<file path="src/rtl/cmr_pkg.sv">
// Shared types, constants and helpers for the CIGAR match refiner.
package cmr_pkg;

   localparam int SEQ_DEPTH_DEF   = 65536;
   localparam int MATCH_CHUNK_DEF = 32;
   localparam int QUEUE_DEPTH     = 4;

   localparam int KIND_W  = 2;
   localparam int ADDR_W  = 16;
   localparam int BASE_W  = 3;
   localparam int OP_W    = 4;
   localparam int LEN_W   = 16;
   localparam int POS_W   = 20;
   localparam int IDX_W   = POS_W + 1;
   localparam int PIECE_W = 6;

   localparam logic [KIND_W-1:0] KIND_LOAD_Q = 2'd0;
   localparam logic [KIND_W-1:0] KIND_LOAD_T = 2'd1;
   localparam logic [KIND_W-1:0] KIND_OP     = 2'd2;
   localparam logic [KIND_W-1:0] KIND_END    = 2'd3;

   localparam logic [OP_W-1:0] OP_NONE = 4'd0;
   localparam logic [OP_W-1:0] OP_M    = 4'd0;
   localparam logic [OP_W-1:0] OP_I    = 4'd1;
   localparam logic [OP_W-1:0] OP_D    = 4'd2;
   localparam logic [OP_W-1:0] OP_N    = 4'd3;
   localparam logic [OP_W-1:0] OP_S    = 4'd4;
   localparam logic [OP_W-1:0] OP_H    = 4'd5;
   localparam logic [OP_W-1:0] OP_EQ   = 4'd7;
   localparam logic [OP_W-1:0] OP_X    = 4'd8;

   localparam logic [LEN_W-1:0] RUN_MAX = 16'hFFFF;

   typedef struct packed {
      logic [KIND_W-1:0] kind;
      logic [ADDR_W-1:0] address;
      logic [BASE_W-1:0] base;
      logic [OP_W-1:0]   op_code;
      logic [LEN_W-1:0]  op_count;
      logic              last_piece;
   } req_type;

   typedef struct packed {
      logic              is_summary;
      logic [OP_W-1:0]   run_op;
      logic [LEN_W-1:0]  run_length;
      logic [POS_W-1:0]  query_length;
      logic [POS_W-1:0]  target_length;
      logic [POS_W-1:0]  num_eq;
      logic [POS_W-1:0]  num_x;
      logic [POS_W-1:0]  num_ins;
      logic [POS_W-1:0]  num_del;
      logic              last;
   } rsp_type;

   typedef enum logic [2:0] {
      CMD_LOAD_Q = 3'd0,
      CMD_LOAD_T = 3'd1,
      CMD_MATCH  = 3'd2,
      CMD_PASS   = 3'd3,
      CMD_END    = 3'd4
   } cmd_kind_type;

   typedef struct packed {
      cmd_kind_type      kind;
      logic [ADDR_W-1:0] address;
      logic [BASE_W-1:0] base;
      logic [OP_W-1:0]   op;
      logic [LEN_W-1:0]  count;
      logic              last_piece;
   } cmd_type;

   function automatic logic [POS_W-1:0] sat_add(input logic [POS_W-1:0] a,
                                                input logic [LEN_W-1:0] b);
      logic [POS_W:0] s;
      s = {1'b0, a} + {{(POS_W + 1 - LEN_W){1'b0}}, b};
      return s[POS_W] ? {POS_W{1'b1}} : s[POS_W-1:0];
   endfunction

   function automatic rsp_type make_run(input logic [OP_W-1:0] op,
                                        input logic [LEN_W-1:0] len);
      rsp_type r;
      r            = '0;
      r.run_op     = op;
      r.run_length = len;
      return r;
   endfunction

endpackage

</file>
<file path="src/rtl/cmr_front.sv">
// Front end: classifies request beats into engine commands and drops the ignored ones.
module cmr_front
   import cmr_pkg::*;
#(
   parameter int SEQ_DEPTH   = SEQ_DEPTH_DEF,
   parameter int MATCH_CHUNK = MATCH_CHUNK_DEF
) (
   input  logic    req_valid,
   output logic    req_stall,
   input  req_type req_data,
   input  logic    queue_full,
   output logic    push_valid,
   output cmd_type push_cmd
);

   localparam logic [IDX_W-1:0] DEPTH_L = IDX_W'(SEQ_DEPTH);
   localparam logic [LEN_W-1:0] CHUNK_L = LEN_W'(MATCH_CHUNK);

   logic addr_ok;
   logic keep;

   assign addr_ok = {{(IDX_W - ADDR_W){1'b0}}, req_data.address} < DEPTH_L;

   always_comb begin
      keep                = 1'b0;
      push_cmd.kind       = CMD_PASS;
      push_cmd.address    = req_data.address;
      push_cmd.base       = req_data.base;
      push_cmd.op         = req_data.op_code;
      push_cmd.count      = req_data.op_count;
      push_cmd.last_piece = req_data.last_piece;
      case (req_data.kind)
         KIND_LOAD_Q: begin
            keep          = addr_ok;
            push_cmd.kind = CMD_LOAD_Q;
         end
         KIND_LOAD_T: begin
            keep          = addr_ok;
            push_cmd.kind = CMD_LOAD_T;
         end
         KIND_OP: begin
            case (req_data.op_code)
               OP_M: begin
                  keep           = 1'b1;
                  push_cmd.kind  = CMD_MATCH;
                  push_cmd.count = (req_data.op_count > CHUNK_L) ? CHUNK_L
                                                                 : req_data.op_count;
               end
               OP_I, OP_D, OP_N, OP_S, OP_H, OP_EQ, OP_X: begin
                  keep          = 1'b1;
                  push_cmd.kind = CMD_PASS;
               end
               default: keep = 1'b0;
            endcase
         end
         KIND_END: begin
            keep          = 1'b1;
            push_cmd.kind = CMD_END;
         end
         default: keep = 1'b0;
      endcase
   end

   assign req_stall  = queue_full;
   assign push_valid = req_valid && keep;

endmodule

</file>
<file path="config.mk">
export PLATFORM = sky130hd
export DESIGN_NAME = cmr_front
export DESIGN_NICKNAME = d
export VERILOG_FILES = /design/src/rtl/cmr_pkg.sv /design/src/rtl/cmr_front.sv
export SDC_FILE = /design/constraint.sdc
export NUM_CORES = 1
export LEC_CHECK = 0
export ABC_AREA = 0
export ABC_CLOCK_PERIOD_IN_PS = 1400
export BUFFER_PORTS_ARGS = -buffer_cell sky130_fd_sc_hd__buf_2
export CAP_MARGIN = 20
export CORE_MARGIN = 3
export CORE_UTILIZATION = 23
export DETAILED_ROUTE_END_ITERATION = 6
export GPL_ROUTABILITY_DRIVEN = 0
export MAX_ROUTING_LAYER = met4
export PLACE_DENSITY_LB_ADDON = 0.1
export SLEW_MARGIN = 10
export SYNTH_ARGS = -nofsm -noshare
export SYNTH_HDL_FRONTEND = slang
export SYNTH_SLANG_ARGS = --single-unit
</file>
<file path="constraint.sdc">
create_clock -name vclk -period 1.4
set_input_delay 0.21 -clock vclk [all_inputs]
set_output_delay 0.21 -clock vclk [all_outputs]
set_load 0.03 [all_outputs]
</file>
==> metrics.csv <==
metric;value;unit
CP required;1190;ps
gr ovfl total;0;
Pwr per Cell Area;355.4;nW/um^2
synth warn;0;
total of max-cap violations;0;
die span in y;49.26;um
crit path kind;in -> out;
static leakage;0.4295;nW
Core Util, Final;46.81;%
Global Route Usage Sum;11.70;%
failing checks;negative setup slack;
Vias/cell;4.286;
Area growth syn-to-layout;89.83;%
width of the die;49.26;um
most frequent CP cell;buf_6;
largest stage delay on the critical path;540;ps
Peak VDD IR;173.7;uV
Synth Area in Adders;0;%
setup TNS;-2692;ps
initial drt markers;1;
port bufs;47;
first-pass GRT wire length;2.332;mm
status;finished, violations left;
DR pass1 iterations;2;
Synth Cell Area;430.4;um^2
crit path max-delay cell type;or4_4;
Post-Layout Cell Count;119;
Clock Buffer Count;0;
post-layout min period;1824;ps
Max-Slew Margin vs Limit;76.21;%
Mean Syn Cell Area;6.942;um^2
xor/xnor cell area share of the yosys netlist;0;%
slew of the pin with the lowest slew margin;354.2;ps
Worst Path Max Fanout;3;
Reg area;0;um^2
Setup WS pre-CTS;-472.5;ps
RSZ-0062 raised after global routing;true;
endpoints failing hold;0;
Final ANT Viol Nets;0;
Synth Area in Simple Gates;42.73;%
die area;2427;um^2
Final nets;140;
placed insts;117;
FP Rows;15;
part of the Yosys area used for sequential elements;0;%
Synth Net Count;106;
commonest non-fill, non-tap cell in the layout;buf_2;
number of global-route vias before repair;533;
fraction of layout cells with a size suffix above 1;85.11;%
mux share of post-synthesis cell area;0;%
largest net degree at the start of global routing;7;
Setup crit end kind;output pin;
hpwl dp;1.136;mm
I/O Pins;89;
vias;510;
distinct cell type count after synthesis;15;
Compound-Gate Fraction of Synth Area;11.05;%
post-route clock period utilization;130.3;%
Fmax;548.3;MHz
fillers;175;
Worst Path Arrival;1610;ps
worst min-delay path class;in -> out;
FFs & Latches;0;
main combinational cell family by area after synthesis;buffers and inverters;
# setup viols final;16;
min setup slack post-route;-423.7;ps
drt wl/cell;11.73;um
hold_buf cts;0;
Antenna Cells;0;
Core ar.;1745;um^2
Worst setup SP type;primary input;
worst-path cell chain;buf_6, or4_4, nor4_4, a21oi_2, nor2b_4, buf_6;
most frequent cells in the layout;26 x buf_2, 21 x buf_6, 10 x and2_4, 10 x buf_4, 5 x nor2b_4;
post-synthesis cell count;62;
initial core utilization;24.66;%
Total Routed Length;1.396;mm
Final Max Slew Viols;0;
Remaining DRCs;0;
initial antenna violation count;0;
## through the flow
step / power, mW / instance area, um^2 / hold slack [ps]
detailed placement: 0.2211 / 610.6 / 420.2
global placement: 0.2207 / 610.6 / 420.2
floorplan: 0.2476 / 467.9 / 551.7
global route: 0.3074 / 817.0 / 420.0
finish: 0.2904 / 817.0 / 420.0
CTS: 0.2746 / 762.0 / 420.2
## Yosys cell counts, drive strengths merged
cell type	number	area share [%]
nor4	2	6.4
a21oi	3	5.2
buf	25	44
nor2b	7	10
inv	2	1.7
o21ai	5	5.8
or4	3	6.1
nand2	1	0.87
clkbuf	1	0.87
and2	11	16
nand2b	2	2.9
## final timing paths
kind | start | endpoint | depth (start not counted)
hold / removal | req_data[28] | push_cmd[28] | 0
setup / recovery | req_data[14] | push_cmd[3] | 6
## critical path: cells and delay by family
family	cells	cell delay (ps)
compound gates	1	160
buf+inv	2	220
simple gates	3	1020
## metal layers
metal / wire, um / GRT usage [%]
met1: 419 / 11.41
met2: 774 / 23.21
met3: 201 / 3.670
met4: 0 / 0.4739
met5: 0 / -
## what timing repair did
action / 4_1_cts / 5_1_grt
setup endpoints to repair: 16 / 16
buffers inserted: 1 / 1
pin swaps: 11 / 9
gates resized for setup: 44 / 15
## cell families after synthesis
group | after synthesis
AOI/OAI and AO/OA | 8
buffers and inverters | 28
and+or+nand+nor | 26
## power breakdown
group          leakage [nW]  switching [mW]  internal (mW)  total (mW)
combinational         0.430           0.145          0.145       0.290
sequential                0               0              0           0
clock                     0               0              0           0
total                 0.430           0.145          0.145       0.290
## area by class of cell
type                            count  area (um^2)  area share, %
Tap cell                           25        31.28          3.828
Timing Repair Buffer               58        456.7          55.90
Multi-Input combinational cell     34        321.6          39.36
Inverter                            2        7.507         0.9188
No activity file was read; power rests on OpenSTA's default activity.
