**src/rtl/cmr_pkg.sv**
```systemverilog
// Shared types, constants and helpers for the CIGAR match refiner.
package cmr_pkg;

   localparam int SEQ_DEPTH_DEF   = 65536;
   localparam int MATCH_CHUNK_DEF = 32;
   localparam int QUEUE_DEPTH     = 4;

   localparam int KIND_W  = 2;
   localparam int ADDR_W  = 16;
   localparam int BASE_W  = 3;
   localparam int OP_W    = 4;
   localparam int LEN_W   = 16;
   localparam int POS_W   = 20;
   localparam int IDX_W   = POS_W + 1;
   localparam int PIECE_W = 6;

   localparam logic [KIND_W-1:0] KIND_LOAD_Q = 2'd0;
   localparam logic [KIND_W-1:0] KIND_LOAD_T = 2'd1;
   localparam logic [KIND_W-1:0] KIND_OP     = 2'd2;
   localparam logic [KIND_W-1:0] KIND_END    = 2'd3;

   localparam logic [OP_W-1:0] OP_NONE = 4'd0;
   localparam logic [OP_W-1:0] OP_M    = 4'd0;
   localparam logic [OP_W-1:0] OP_I    = 4'd1;
   localparam logic [OP_W-1:0] OP_D    = 4'd2;
   localparam logic [OP_W-1:0] OP_N    = 4'd3;
   localparam logic [OP_W-1:0] OP_S    = 4'd4;
   localparam logic [OP_W-1:0] OP_H    = 4'd5;
   localparam logic [OP_W-1:0] OP_EQ   = 4'd7;
   localparam logic [OP_W-1:0] OP_X    = 4'd8;

   localparam logic [LEN_W-1:0] RUN_MAX = 16'hFFFF;

   typedef struct packed {
      logic [KIND_W-1:0] kind;
      logic [ADDR_W-1:0] address;
      logic [BASE_W-1:0] base;
      logic [OP_W-1:0]   op_code;
      logic [LEN_W-1:0]  op_count;
      logic              last_piece;
   } req_type;

   typedef struct packed {
      logic              is_summary;
      logic [OP_W-1:0]   run_op;
      logic [LEN_W-1:0]  run_length;
      logic [POS_W-1:0]  query_length;
      logic [POS_W-1:0]  target_length;
      logic [POS_W-1:0]  num_eq;
      logic [POS_W-1:0]  num_x;
      logic [POS_W-1:0]  num_ins;
      logic [POS_W-1:0]  num_del;
      logic              last;
   } rsp_type;

   typedef enum logic [2:0] {
      CMD_LOAD_Q = 3'd0,
      CMD_LOAD_T = 3'd1,
      CMD_MATCH  = 3'd2,
      CMD_PASS   = 3'd3,
      CMD_END    = 3'd4
   } cmd_kind_type;

   typedef struct packed {
      cmd_kind_type      kind;
      logic [ADDR_W-1:0] address;
      logic [BASE_W-1:0] base;
      logic [OP_W-1:0]   op;
      logic [LEN_W-1:0]  count;
      logic              last_piece;
   } cmd_type;

   function automatic logic [POS_W-1:0] sat_add(input logic [POS_W-1:0] a,
                                                input logic [LEN_W-1:0] b);
      logic [POS_W:0] s;
      s = {1'b0, a} + {{(POS_W + 1 - LEN_W){1'b0}}, b};
      return s[POS_W] ? {POS_W{1'b1}} : s[POS_W-1:0];
   endfunction

   function automatic rsp_type make_run(input logic [OP_W-1:0] op,
                                        input logic [LEN_W-1:0] len);
      rsp_type r;
      r            = '0;
      r.run_op     = op;
      r.run_length = len;
      return r;
   endfunction

endpackage

```
**src/rtl/cmr_queue.sv**
```systemverilog
// Command queue between the front end and the engine.
module cmr_queue
   import cmr_pkg::*;
(
   input  logic    clock,
   input  logic    reset,
   input  logic    push_valid,
   input  cmd_type push_cmd,
   output logic    full,
   input  logic    pop,
   output logic    pop_valid,
   output cmd_type pop_cmd
);

   localparam int PTR_W = $clog2(QUEUE_DEPTH);
   localparam int CNT_W = $clog2(QUEUE_DEPTH + 1);

   cmd_type            slot_ff [QUEUE_DEPTH];
   logic [PTR_W-1:0]   wr_ptr_ff, wr_ptr_in;
   logic [PTR_W-1:0]   rd_ptr_ff, rd_ptr_in;
   logic [CNT_W-1:0]   count_ff,  count_in;
   logic               do_push;
   logic               do_pop;

   assign full      = count_ff == CNT_W'(QUEUE_DEPTH);
   assign pop_valid = count_ff != '0;
   assign pop_cmd   = slot_ff[rd_ptr_ff];
   assign do_push   = push_valid && !full;
   assign do_pop    = pop && pop_valid;

   always_comb begin
      wr_ptr_in = do_push ? PTR_W'(wr_ptr_ff + 1'b1) : wr_ptr_ff;
      rd_ptr_in = do_pop  ? PTR_W'(rd_ptr_ff + 1'b1) : rd_ptr_ff;
      count_in  = count_ff;
      if (do_push && !do_pop) begin
         count_in = CNT_W'(count_ff + 1'b1);
      end else if (do_pop && !do_push) begin
         count_in = CNT_W'(count_ff - 1'b1);
      end
   end

   always_ff @(posedge clock) begin
      if (reset) begin
         wr_ptr_ff <= '0;
         rd_ptr_ff <= '0;
         count_ff  <= '0;
      end else begin
         wr_ptr_ff <= wr_ptr_in;
         rd_ptr_ff <= rd_ptr_in;
         count_ff  <= count_in;
      end
   end

   always_ff @(posedge clock) begin
      if (do_push) begin
         slot_ff[wr_ptr_ff] <= push_cmd;
      end
   end

endmodule

```
**config.mk**
```make
export PLATFORM = sky130hd
export DESIGN_NAME = cmr_queue
export DESIGN_NICKNAME = d
export VERILOG_FILES = /design/src/rtl/cmr_pkg.sv /design/src/rtl/cmr_queue.sv
export SDC_FILE = /design/constraint.sdc
export NUM_CORES = 1
export LEC_CHECK = 0
export BUFFER_PORTS_ARGS = -buffer_cell sky130_fd_sc_hd__buf_2
export CAP_MARGIN = 10
export CORE_MARGIN = 2
export CORE_UTILIZATION = 61
export DETAILED_ROUTE_END_ITERATION = 10
export GPL_ROUTABILITY_DRIVEN = 1
export PLACE_DENSITY_LB_ADDON = 0.12
export SLEW_MARGIN = 20
export SYNTH_ARGS = -nofsm -noshare
export SYNTH_HDL_FRONTEND = slang
export SYNTH_SLANG_ARGS = --single-unit
```
**constraint.sdc**
```tcl
create_clock -name clock -period 6 [get_ports clock]
set_clock_uncertainty 0.05 [all_clocks]
set_input_delay 0.3 -clock clock [delete_from_list [all_inputs] [get_ports clock]]
set_output_delay 0.3 -clock clock [all_outputs]
set_load 0.1 [all_outputs]
```
==> results of run 1 <==
[cell usage in the layout, fill, tap and decap left out, types with 5 or more instances in the layout]
cell type,netlist,final
edfxtp_1,172,172
buf_4,0,5
dlygate4sd3_1,0,44
ha_1,5,5
clkbuf_16,0,16
nor2_1,5,5
mux4_2,43,43
dfxtp_1,9,7
buf_2,4,91
[cell type report]
cell class              instances  area [um2]  area share
repair buffers                140         933       0.113
well taps                     140         175      0.0213
clock inverters                14        90.1      0.0109
multi-input cells              77        1250       0.151
flip-flops and latches        181        5350       0.650
clock buffers                  18         418      0.0508
inverters                       4        15.0     0.00182
[logic make-up after synthesis]
logic type / synth area share
XOR/XNOR: 0.00521
AO/OA/AOI/OAI: 0.00614
adder cells (fa/ha/maj): 0.0123
buffers and inverters: 0.0199
AND/OR/NAND/NOR: 0.0140
multiplexers: 0.147
flip-flops: 0.795
[layer usage]
| metal | wire length (um) | track usage | vias up |
|---|---|---|---|
| met2 | 6310 | 0.365 | 85 |
| met1 | 4560 | 0.255 | 1668 |
| met3 | 387 | 0.0424 | 13 |
| met5 | 0 | 0 | - |
| met4 | 133 | 0.0870 | 0 |
| li1 | - | - | 1448 |
[per-stage QoR]
step	utilization	worst slack, ns	cell area [um2]	total power, uW	std cells
2_1_floorplan	-	2.97	6720	3120	273
3_3_place_gp	0.674	3.71	7280	3290	498
3_5_place_dp	0.674	3.73	7280	3310	498
4_1_cts	0.762	3.16	8230	4260	574
5_1_grt	0.762	3.06	8230	4370	574
6_report	0.762	3.24	8230	4230	574
[sequential cells by signal, indices dropped and copies added (netlist names), named ones only]
signal     flops
slot_ff      172
rd_ptr_ff      2
count_ff       3
wr_ptr_ff      2
[cell usage after synthesis]
library cell | n | area, um2
nor2_1 | 5 | 18.8
a21oi_1 | 2 | 10.0
buf_12 | 4 | 80.1
mux2i_1 | 2 | 20.0
edfxtp_1 | 172 | 5160
and2_1 | 4 | 25.0
mux4_2 | 43 | 968
clkbuf_1 | 2 | 7.51
fa_1 | 1 | 20.0
nor2_2 | 1 | 6.26
dfxtp_1 | 9 | 180
buf_2 | 4 | 20.0
buf_6 | 1 | 11.3
o311ai_1 | 1 | 8.76
or3_1 | 3 | 18.8
inv_1 | 4 | 15.0
o31ai_2 | 1 | 12.5
nor3b_2 | 1 | 12.5
xor2_1 | 4 | 35.0
ha_1 | 5 | 62.6
nand2b_1 | 2 | 12.5
o21ai_0 | 2 | 10.0
[report_power, final]
group / total [uW] / internal [uW] / switching (uW)
Clock: 936 / 502 / 434
Sequential: 1650 / 1520 / 126
Combinational: 1640 / 373 / 1270
[worst max-delay path, stage by stage (launching register included)]
cell and delay, ns:
dfxtp_4 0.92, mux4_2 0.63, buf_2 0.31
[how the worst max path moves through the flow]
stage | from | to | cells after the start
2_1_floorplan | count_ff[2] | slot_ff[0][0] | 3
3_3_place_gp | flop | pop_cmd[38] | 2
3_5_place_dp | flop | pop_cmd[37] | 2
4_1_cts | flop | pop_cmd[37] | 2
5_1_grt | flop | pop_cmd[37] | 2
6_report | flop | pop_cmd[37] | 2
==> qor.yml, run 1 <==
clock_path_buffers: 2
arrival_ns: 2.41
clk_pin_slew_ns: 0.06
syn_inst: 273
hp-class: "in -> reg"
max_slew_margin: 0.426
grt_use_total: 0.209
max_freq_ghz: 0.363
worstSetupPathType: "reg -> out"
netlist_area_um2: 6720
std_cell_rows: 38
setup_tns_ns: 0
status: "complete, no violations"
nFillCells: 604
drc: 0
synth_nets: 326
die_w_um: 109
maxSlewViolCount: 0
crit_fanout: 43
drt_iter0_drc: 186
min_period_over_period: 0.460
synth_cell_types: 22
area_growth_pct: 22.4
drive_gt1_frac: 0.403
cts_root_buf: "clkbuf_8"
initial_utilization: 0.623
reg2reg_slack_ns: 3.75
fin_nets: 474
worstSkewPairLatency_ns: 0.52
syn_avg_cell_area_um2: 24.6
insertedDiodeCount: 0
ys_ff_latch: 181
numClockSinks: 181
end_kind: "output pin"
drtAntennaViolNets: 0
reg2reg_depth: 8
cts_resized: 0
finalHoldWorstSlack_ns: 0.101
dieArea_um2: 11900
place.gp.congestion: 0.688
hold_viol: 0
die_y_um: 109
grt_pass1_vias: 3427
viasPerCell: 5.60
irDropWorstVdd_mv: 0.367
start_kind: "flop"
r2r_start: "count_ff[0]"
max-cap-violations: 0
p_leak_uw: 0.00282
cts.hold.buffers_added: 44
yosysWarningCount: 0
cts_tree: "yes"
setup_viol_count_final: 0
postCtsSetupBuffers: 0
tightest_slew_ns: 0.861
drt-pass1-iter-count: 4
cts_buffers: 17
power_density_nw_per_um2: 514
grt-ovfl-total: 0
crit_required_ns: 5.65
seq_area_frac_synth: 0.795
grt_max_degree: 44
numPortBuffers: 91
antenna_found_initial: 0
grt_setup_unrepaired: "false"
vias: 3214
r2r_end: "count_ff[2]"
min_period_ns: 2.76
wirelength_um: 11400
io_pins: 92
dpl.hpwl_um: 6620
h-tree-depth: 4
core_area_um2: 10800
grt_pass1_wl_um: 17500
holdPathStages: 4
routedWlPerCell_um: 19.8
min_from: "pop"
(Power assumes the default switching activity.)
==> run 2: changes to the inputs <==
Settings changed: CORE_UTILIZATION 61 to 51.
Clock period 6 ns to 2.5 ns, I/O delays scaled along.
==> qor.yml, run 2 (synthesis results as in run 1) <==
mostFrequentLayoutCell: "edfxtp_1"
initial_utilization: 0.528
irDropWorstVdd_mv: 0.721
maxSlewViolCount: 0
die_w_um: 119
crit_required_ns: 2.33
status: "complete, no violations"
setup_viol_count_final: 0
grt-ovfl-total: 0
slowest_delay_ns: 0.55
dieArea_um2: 14100
finalHoldWorstSlack_ns: 0.0589
die_y_um: 119
hold_viol: 0
area_growth_pct: 25.3
drc: 0
crit_fanout: 20
place.gp.congestion: 0.794
arrival_ns: 2.09
max_slew_margin: 0.661
cts_root_buf: "clkbuf_16"
setup_tns_ns: 0
numPortBuffers: 91
largest_register_ffs: 172
grt_pass1_wl_um: 18500
grt_max_degree: 35
dpl.hpwl_um: 7070
routedWlPerCell_um: 19.0
worstSetupPathType: "reg -> out"
min_period_ns: 2.27
fin_nets: 482
reg_top3: "slot_ff: 172 flops, count_ff: 3 flops"
regMostFlops: "slot_ff"
max-cap-violations: 0
std_cell_rows: 41
cts_resized: 0
grt_use_total: 0.180
clock_path_buffers: 2
drive_gt1_frac: 0.416
min_period_over_period: 0.906
grt_setup_unrepaired: "false"
h-tree-depth: 4
grt_pass1_vias: 3524
cts_tree: "yes"
core_area_um2: 12700
cts_buffers: 17
power_density_nw_per_um2: 1240
wirelength_um: 11600
hp-class: "in -> reg"
total_power_uw: 10400
drt-pass1-iter-count: 4
p_leak_uw: 0.00290
drt_iter0_drc: 231
fin_util: 0.662
end_kind: "output pin"
io_pins: 92
tightest_slew_ns: 0.513
dp_cells: 538
drtAntennaViolNets: 0
vias: 3152
max_freq_ghz: 0.441
cp_slowest_cell: "dfxtp_4"
cp_cell_sequence: "buf_12 -> mux4_2 -> buf_2"
worstSkewPairLatency_ns: 0.41
start_kind: "flop"
viasPerCell: 5.13
clk_pin_slew_ns: 0.06
mostFrequentLayoutCells: "edfxtp_1, buf_2, dlygate4sd3_1"
antenna_found_initial: 0
insertedDiodeCount: 0
fin_cells: 614
numClockSinks: 181
[run 2: cell count changes in the layout (fill, tap and decap cells not counted), sizes merged]
cell,delta
clkinv,-3
buf,+8
clkinvlp,-1
bufinv,+1
clkbuf,+3
[run 2: what timing repair did]
action | CTS | global route
setup buffers | 0 | 0
endpoints found under the hold margin | 180 | 0
hold buffers | 44 | 0
[run 2: worst paths after layout]
check	startpoint	cells past startpoint	end	slack, ns
max	flop	3	pop_cmd[13]	0.23
min	pop	4	flop	0.06
max reg2reg	count_ff[0]	8	count_ff[2]	0.26
min reg2reg	wr_ptr_ff[1]	2	wr_ptr_ff[1]	0.48
[run 2: power by group]
group          internal (uW)  total [uW]  switching (uW)
Combinational            986        4190            3210
Sequential              3650        3830             181
Clock                   1350        2370            1020
Total                   5990       10400            4400
[run 2: area by class of cell]
type	instances	area [um2]
multi-input combinational	77	1250
sequential	181	5350
inverter	4	15.0
timing repair buffer	148	1060
fill	901	4300
clock buffer	21	440
tap	172	215
clock inverter	11	86.3
[run 2: per-stage QoR]
stage	setup WS, ns	cell area (um2)
global placement	0.387	7450
CTS	0.156	8420
floorplan	0.00323	6730
global route	0.0835	8420
finish	0.234	8420
detailed placement	0.292	7450
[run 2: routing by layer]
layer,part of all wire,vias up,track usage
met2,0.52,70,0.304
met1,0.43,1613,0.218
met3,0.036,12,0.0502
li1,-,1457,-
met4,0.017,0,0.0729
met5,0,-,0
[run 2: critical path, delay by kind of cell (launching register included)]
kind | cells | cell delay [ns]
flip-flops | 1 | 0.55
buffers and inverters | 2 | 0.57
multiplexers | 1 | 0.53
